**src/rtl/core/dhtd_pkg.sv**
```systemverilog
// Shared types, codes and constants for the single-wire sensor edge decoder.
package dhtd_pkg;

  // Operation codes of an input item; code 3 is unused and ignored
  localparam logic [1:0] OP_BEGIN = 2'd0;
  localparam logic [1:0] OP_EDGE  = 2'd1;
  localparam logic [1:0] OP_CHECK = 2'd2;

  // Configuration register indexes
  localparam logic REG_BIT_THRESHOLD = 1'b0;
  localparam logic REG_EDGE_TIMEOUT  = 1'b1;

  localparam int CFG_DATA_W  = 14;
  localparam int THRESH_W    = 8;
  localparam int TIMEOUT_W   = 14;
  localparam int EDGE_CNT_W  = 7;
  localparam int TIME_W      = 32;
  localparam int WORD_W      = 32;

  localparam logic [THRESH_W-1:0]   THRESH_RESET  = 8'd56;
  localparam logic [TIMEOUT_W-1:0]  TIMEOUT_RESET = 14'd7000;

  localparam logic [EDGE_CNT_W-1:0] REQUIRED_EDGES = 7'd66;
  localparam logic [EDGE_CNT_W-1:0] FIRST_BIT_EDGE = 7'd3;
  localparam logic [EDGE_CNT_W-1:0] LAST_BIT_EDGE  = 7'd65;

  localparam int MAX_CAPTURED_EDGES_DEFAULT = 82;

  typedef struct packed {
    logic [1:0]        operation;
    logic [TIME_W-1:0] event_time_us;
  } in_item_t;

  typedef struct packed {
    logic       status;
    logic [7:0] humidity_int;
    logic [7:0] humidity_frac;
    logic [7:0] temperature_int;
    logic [7:0] temperature_frac;
  } out_item_t;

endpackage

```
**src/rtl/core/dhtd_frame_core.sv**
```systemverilog
// Capture state, edge gap timing and bit assembly; one item per step.
module dhtd_frame_core #(
  parameter int MAX_CAPTURED_EDGES = dhtd_pkg::MAX_CAPTURED_EDGES_DEFAULT
) (
  input  logic                            clk,
  input  logic                            rst,
  input  logic                            cfg_we,
  input  logic                            cfg_index,
  input  logic [dhtd_pkg::CFG_DATA_W-1:0] cfg_data,
  input  logic                            step,
  input  dhtd_pkg::in_item_t              item,
  output logic                            has_result,
  output dhtd_pkg::out_item_t             result
);

  localparam logic [dhtd_pkg::EDGE_CNT_W-1:0] MaxEdges =
    dhtd_pkg::EDGE_CNT_W'(MAX_CAPTURED_EDGES);

  logic [dhtd_pkg::THRESH_W-1:0]   bit_threshold_us;
  logic [dhtd_pkg::TIMEOUT_W-1:0]  edge_timeout_us;
  logic                            capturing;
  logic [dhtd_pkg::EDGE_CNT_W-1:0] edge_count;
  logic [dhtd_pkg::TIME_W-1:0]     last_event_time;
  logic [dhtd_pkg::WORD_W-1:0]     bit_word;

  logic                            capturing_next;
  logic [dhtd_pkg::EDGE_CNT_W-1:0] edge_count_next;
  logic [dhtd_pkg::TIME_W-1:0]     last_event_time_next;
  logic [dhtd_pkg::WORD_W-1:0]     bit_word_next;

  logic [dhtd_pkg::TIME_W-1:0]     gap;
  logic                            timed_out;
  logic                            bit_edge;
  logic                            ok;

  assign gap       = item.event_time_us - last_event_time;
  assign timed_out = gap > {{(dhtd_pkg::TIME_W-dhtd_pkg::TIMEOUT_W){1'b0}}, edge_timeout_us};
  assign bit_edge  = edge_count[0] && (edge_count >= dhtd_pkg::FIRST_BIT_EDGE)
                     && (edge_count <= dhtd_pkg::LAST_BIT_EDGE);

  always_comb begin
    capturing_next       = capturing;
    edge_count_next      = edge_count;
    last_event_time_next = last_event_time;
    bit_word_next        = bit_word;
    has_result           = 1'b0;
    case (item.operation)
      dhtd_pkg::OP_BEGIN: begin
        capturing_next       = 1'b1;
        edge_count_next      = '0;
        bit_word_next        = '0;
        last_event_time_next = item.event_time_us;
      end
      dhtd_pkg::OP_EDGE, dhtd_pkg::OP_CHECK: begin
        if (capturing) begin
          if (timed_out) begin
            capturing_next = 1'b0;
            has_result     = 1'b1;
          end else if (item.operation == dhtd_pkg::OP_EDGE) begin
            if (bit_edge) begin
              bit_word_next = {bit_word[dhtd_pkg::WORD_W-2:0],
                               (gap > {{(dhtd_pkg::TIME_W-dhtd_pkg::THRESH_W){1'b0}},
                                       bit_threshold_us})};
            end
            edge_count_next      = edge_count + 1'b1;
            last_event_time_next = item.event_time_us;
            if (edge_count_next >= MaxEdges) begin
              capturing_next = 1'b0;
              has_result     = 1'b1;
            end
          end
        end
      end
      default: begin
      end
    endcase
  end

  // Result is formed from the post-update count and word
  assign ok = edge_count_next >= dhtd_pkg::REQUIRED_EDGES;
  always_comb begin
    result.status           = ~ok;
    result.humidity_int     = ok ? bit_word_next[31:24] : 8'd0;
    result.humidity_frac    = ok ? bit_word_next[23:16] : 8'd0;
    result.temperature_int  = ok ? bit_word_next[15:8]  : 8'd0;
    result.temperature_frac = ok ? bit_word_next[7:0]   : 8'd0;
  end

  always_ff @(posedge clk) begin
    if (rst) begin
      bit_threshold_us <= dhtd_pkg::THRESH_RESET;
      edge_timeout_us  <= dhtd_pkg::TIMEOUT_RESET;
      capturing        <= 1'b0;
      edge_count       <= '0;
      last_event_time  <= '0;
      bit_word         <= '0;
    end else begin
      if (cfg_we) begin
        case (cfg_index)
          dhtd_pkg::REG_BIT_THRESHOLD: bit_threshold_us <= cfg_data[dhtd_pkg::THRESH_W-1:0];
          dhtd_pkg::REG_EDGE_TIMEOUT:  edge_timeout_us  <= cfg_data[dhtd_pkg::TIMEOUT_W-1:0];
          default: begin
          end
        endcase
      end
      if (step) begin
        capturing       <= capturing_next;
        edge_count      <= edge_count_next;
        last_event_time <= last_event_time_next;
        bit_word        <= bit_word_next;
      end
    end
  end

endmodule

```
**src/rtl/core/dhtd_out_reg.sv**
```systemverilog
// Result register holding one decoded frame until the consumer takes it.
module dhtd_out_reg (
  input  logic                clk,
  input  logic                rst,
  input  logic                load,
  input  dhtd_pkg::out_item_t load_item,
  output logic                out_valid,
  input  logic                out_ready,
  output dhtd_pkg::out_item_t out_item
);

  always_ff @(posedge clk) begin
    if (rst) begin
      out_valid <= 1'b0;
    end else if (load) begin
      out_valid <= 1'b1;
    end else if (out_ready) begin
      out_valid <= 1'b0;
    end
  end

  always_ff @(posedge clk) begin
    if (load) begin
      out_item <= load_item;
    end
  end

endmodule

```
**src/rtl/core/dht11_edge_timing_decoder.sv**
```systemverilog
// Top level of the single-wire humidity sensor edge timing decoder.
// Feed one item per line event: begin (opens a capture and starts the timeout
// window), edge (timestamp of a line transition) or check (timestamp only, to
// detect a timeout when no edge comes). Edges are numbered from zero after a
// begin; at odd edges 3..65 the gap to the previous edge is compared with
// bit_threshold_us and the bit shifts into a 32-bit word, MSB first. Capture
// closes when a gap exceeds edge_timeout_us (the edge that shows it is dropped)
// or when the count of transitions reaches MAX_CAPTURED_EDGES, and one result
// item is sent: the four word bytes with status 0, or status 1 and zero bytes
// if fewer than 66 transitions came. Throughput is one item per clock unless an
// item that closes a capture waits on an unread result. An accepted item is
// held in the input register and is then decoded into the result register,
// where its result shows on out_valid. An item that closes a capture waits in
// the input register while an earlier result is still unread, so in_ready
// follows out_ready combinationally in that case.
// Configuration writes are accepted at any time and take effect next cycle;
// write them only while no capture is in flight.
module dht11_edge_timing_decoder #(
  parameter int MAX_CAPTURED_EDGES = dhtd_pkg::MAX_CAPTURED_EDGES_DEFAULT
) (
  input  logic                            clk,
  input  logic                            rst,
  // configuration write port
  input  logic                            cfg_we,
  input  logic                            cfg_index,
  input  logic [dhtd_pkg::CFG_DATA_W-1:0] cfg_data,
  // input items
  input  logic                            in_valid,
  output logic                            in_ready,
  input  dhtd_pkg::in_item_t              in_item,
  // result items
  output logic                            out_valid,
  input  logic                            out_ready,
  output dhtd_pkg::out_item_t             out_item
);

  // input register
  logic               q_valid;
  dhtd_pkg::in_item_t q_item;

  logic                has_result;
  dhtd_pkg::out_item_t result;
  logic                advance;

  // The held item retires when it makes no result or the result slot frees up
  assign advance  = q_valid && (!has_result || !out_valid || out_ready);
  assign in_ready = !q_valid || advance;

  always_ff @(posedge clk) begin
    if (rst) begin
      q_valid <= 1'b0;
    end else if (in_ready) begin
      q_valid <= in_valid;
    end
  end

  always_ff @(posedge clk) begin
    if (in_valid && in_ready) begin
      q_item <= in_item;
    end
  end

  dhtd_frame_core #(
    .MAX_CAPTURED_EDGES(MAX_CAPTURED_EDGES)
  ) u_core (
    .clk        (clk),
    .rst        (rst),
    .cfg_we     (cfg_we),
    .cfg_index  (cfg_index),
    .cfg_data   (cfg_data),
    .step       (advance),
    .item       (q_item),
    .has_result (has_result),
    .result     (result)
  );

  dhtd_out_reg u_out (
    .clk       (clk),
    .rst       (rst),
    .load      (advance && has_result),
    .load_item (result),
    .out_valid (out_valid),
    .out_ready (out_ready),
    .out_item  (out_item)
  );

endmodule

```
**config.mk**
```make
export PLATFORM = sky130hd
export DESIGN_NAME = dht11_edge_timing_decoder
export DESIGN_NICKNAME = d
export VERILOG_FILES = /design/src/rtl/core/dhtd_pkg.sv /design/src/rtl/core/dhtd_frame_core.sv /design/src/rtl/core/dhtd_out_reg.sv /design/src/rtl/core/dht11_edge_timing_decoder.sv
export SDC_FILE = /design/constraint.sdc
export NUM_CORES = 1
export LEC_CHECK = 0
export ABC_AREA = 0
export ABC_CLOCK_PERIOD_IN_PS = 6100
export BUFFER_PORTS_ARGS = -buffer_cell sky130_fd_sc_hd__buf_2
export CAP_MARGIN = 30
export CORE_MARGIN = 2
export CORE_UTILIZATION = 25
export CTS_BUF_LIST = sky130_fd_sc_hd__clkbuf_8
export DETAILED_ROUTE_END_ITERATION = 8
export GPL_ROUTABILITY_DRIVEN = 0
export PLACE_DENSITY = 0.5
export SETUP_SLACK_MARGIN = 0.1
export SLEW_MARGIN = 40
export SYNTH_ARGS = -nofsm -noshare
export SYNTH_HDL_FRONTEND = slang
export SYNTH_SLANG_ARGS = --single-unit
```
**constraint.sdc**
```tcl
create_clock -name clk -period 6.1 [get_ports clk]
set_input_delay 0.61 -clock clk [delete_from_list [all_inputs] [get_ports clk]]
set_output_delay 0.61 -clock clk [all_outputs]
set_load 0.01 [all_outputs]
```
==> summary.md <==
| Metric | Value |
|---|---|
| CP endpoint kind | output port |
| Setup TNS | 0 ps |
| Post-synth top cells | 96 x dfxtp_1, 94 x nor2_1, 73 x nand2_1 |
| Max Root-Sink Buffers | 2 |
| RSZ-0062 raised after global routing | no |
| Total wire length | 22900 microns |
| Worst Tran Pin Value | 724 ps |
| GR Util met3 | 0.0244 |
| Setup violators final | 0 |
| Initial antenna violation count | 0 |
| Worst Path Required | 5490 ps |
| Synth Area per Inst | 9.48 sq um |
| Share of total power in sequential cells | 0.495 |
| CP Class | reg2out |
| Post-Syn Instances | 969 |
| Die area | 38300 sq um |
| Root Buffer | clkbuf_8 |
| Port bufs | 88 |
| Post-CTS Hold Buffers | 0 |
| Area added between synthesis and finish | 14.0% |
| Post-DP HPWL | 16700 microns |
| EDFF count, synth | 67 |
| Latest clock arrival within the worst-skew pair | 480 ps |
| Power per cell area | 227 nW/um^2 |
| R2R Path Start | q_item[0] |
| Comb power frac | 0.167 |
| Slew Limit Fails | 0 |
| LEAKAGE | 4.09 nW |
| Worst VDD drop | 136 uV |
| Max Freq | roughly 180 MHz |
| Fin Hold WS | 302 ps |
| Finished Layout Cells | 1515 |
| Routing usage on met1 | 0.164 |
| Layer with the highest usage | met2 |
| Met2 Usage GRT | 0.201 |
| Fin nets | between 1000 and 1500 |
| Sequential share of the synthesized area | 0.428 |
| Number of global-route vias before repair | 6939 |
| Width of the die | roughly 200 microns |
| Yosys cell types | 86 |
| CTS H-tree lvls | 4 |
| Sw Ratio | 0.293 |
| GRT Util Overall | 0.122 |
| Most area-consuming cells after synthesis | edfxtp_1 22%, dfxtp_1 21%, ha_1 7.9% |
| Design Power | 2.37 mW |
| Initial detailed-routing violation count | approximately 460 |
| Slew headroom | 0.517 |
| Clock sinks | roughly 160 |
| Final instance area | 10500 sq um |
| Clock-pin slew on the worst setup and hold paths | 100 ps |
| Psw | 696 uW |
| Seq cells post-synth | 163 |
| Max_cap viols | 0 |
| ANT nets after route | 0 |
| Hold Crit Class | in2reg |
| First-pass GRT wire length | ~38000 microns |
| DR pass1 iterations | 6 |
| Hold Violations, Final | 0 |
| Share of the synthesized area in the top cell type | 0.219 |
| WL/cell | 15.1 microns |
| CTS buffer count | 17 |
| R2R depth | 21 |
| Die Ht | 196 microns |
| Share of cells above drive strength 1 | 0.160 |
| Post-synth ARST share | 0 |
| Ant. Diodes | 0 |
| Syn Nets | 1082 |
| Area leader, netlist | edfxtp_1 |
| Avg Vias per Cell | 4.81 |
| Synth Flop Type | dfxtp_1 |
| Fill cells | 3882 |
| Area after DPL | 10100 sq um |
| Worst slack, placed | 635 ps |
| GRT overflow | 0 |
| Status | complete, no violations |
| Most common cell in the netlist | dfxtp_1 |
| CP startpoint kind | flop |
| Crit path to | in_ready |
| Num ports | 89 |
| # DRC | 0 |
| Critical-path maximum fanout | 4 |
| Tcrit/Tclk final | 0.912 |
| Core area | 36400 sq um |
| Core Rows | 70 |
| Via count | around 7300 |
| Min Tclk post-route | 5560 ps |
| Skew final | between 20 and 25 ps |
| Internal Power | 1.68 mW |
| CTS tree | built |
| Final worst slack | 540 ps |
| Crit Reg-Reg Endpoint | u_out.out_item[3] |
| Clk network pwr share | 0.337 |
| Core Util, Final | 0.287 |
| Largest net degree at the start of global routing | 58 |
| Arrival @ worst endpoint | 4950 ps |
| Cells after DPL | 1481 |
| Initial Util | 0.252 |
| Synthesized cell area | 9190 sq um |
| Syn. warnings | 0 |
| Setup crit start | q_item[0] |
| R2r setup slk | approximately 640 ps |
## area by class of cell
type | count | area, sq um | area share
timing repair buffer | 100 | 531 | 0.0507
tap | 468 | 586 | 0.0559
multi-input combinational | 686 | 4780 | 0.456
clock inverter | 12 | 124 | 0.0118
sequential | 163 | 3930 | 0.376
inverter | 66 | 248 | 0.0237
clock buffer | 20 | 275 | 0.0263
## state kept, by name (all words and copies together), names as in the netlist
signal	cells
q_item	34
u_out.out_item	33
u_core.bit_word	32
u_core.last_event_time	32
u_core.edge_timeout_us	14
u_core.bit_threshold_us	8
u_core.edge_count	7
q_valid	1
u_core.capturing	1
u_out.out_valid	1
## timing repair
| item | 4_1_cts | 5_1_grt |
|---|---|---|
| gates resized for setup | 0 | 0 |
| endpoints found under the setup margin | 0 | 1 |
| setup buffers | 0 | 2 |
## cell usage in the layout, fill, tap and decap left out, types with 10 or more instances in the layout
master / netlist / routed
edfxtp_1: 67 / 67
o21a_1: 17 / 17
nand4_1: 21 / 21
a21oi_1: 67 / 66
buf_2: 14 / 88
dfxtp_1: 96 / 96
nand2_1: 73 / 73
o211ai_1: 16 / 16
a22o_1: 32 / 32
a22oi_1: 32 / 32
xnor2_1: 11 / 11
xor2_1: 10 / 10
inv_1: 66 / 66
nor2_1: 94 / 93
o21ai_0: 35 / 35
nor3_1: 15 / 14
ha_1: 58 / 58
clkbuf_8: 0 / 20
nand3_1: 13 / 13
mux2i_1: 33 / 33
buf_4: 0 / 12
## layer usage
| metal | wire length, microns | part of all wire | vias to the layer above |
|---|---|---|---|
| li1 | - | - | 3695 |
| met1 | 11200 | 0.49 | 3425 |
| met2 | 10700 | 0.47 | 153 |
| met3 | 791 | 0.034 | 19 |
| met4 | 257 | 0.011 | 0 |
| met5 | 0 | 0 | - |
## worst max-delay path: stages (launching register included)
cell       delay (ps)
edfxtp_1          350
inv_1              50
ha_1              200
fa_1              400
and2b_1           250
o2111ai_2         180
a211oi_1          390
nor2_1            130
xnor2_1           160
ha_1              300
and4_1            180
nand3_1            80
o21bai_1          160
a31oi_1           180
o21a_1            200
nor2_1             80
and2_1            180
or3b_2            570
or2_2             300
buf_2             140
## worst min path at each step
| stage | startpoint | to | depth (start not counted) |
|---|---|---|---|
| after floorplan | u_core.bit_threshold_us[1] | u_core.bit_threshold_us[1] | 2 |
| after global placement | u_core.bit_threshold_us[7] | u_core.bit_threshold_us[7] | 2 |
| after detailed placement | u_core.edge_timeout_us[5] | u_core.edge_timeout_us[5] | 2 |
| after CTS | in_item[25] | q_item[25] | 1 |
| after global routing | in_item[25] | q_item[25] | 1 |
| final | in_item[25] | q_item[25] | 1 |
## power groups by stage
| stage | clock (mW) | sequential (mW) | combinational [mW] |
|---|---|---|---|
| after global placement | 0 | 1.20 | 0.394 |
| after floorplan | 0 | 1.20 | 0.288 |
| after detailed placement | 0 | 1.20 | 0.395 |
| after CTS | 0.837 | 1.18 | 0.398 |
| after global routing | 0.879 | 1.18 | 0.449 |
| final | 0.801 | 1.18 | 0.398 |
## kinds of logic (layout without fill, tap and decap cells)
family	count (synthesis)	after routing	synth area share
adder cells (fa/ha/maj)	59	59	0.0812
buffers and inverters	120	198	0.0545
AO/OA/AOI/OAI	269	269	0.206
multiplexers	35	35	0.0388
AND/OR/NAND/NOR	302	302	0.171
flip-flops	163	163	0.428
XOR/XNOR	21	21	0.0200
Note: power is estimated with default switching activity, not from simulation.
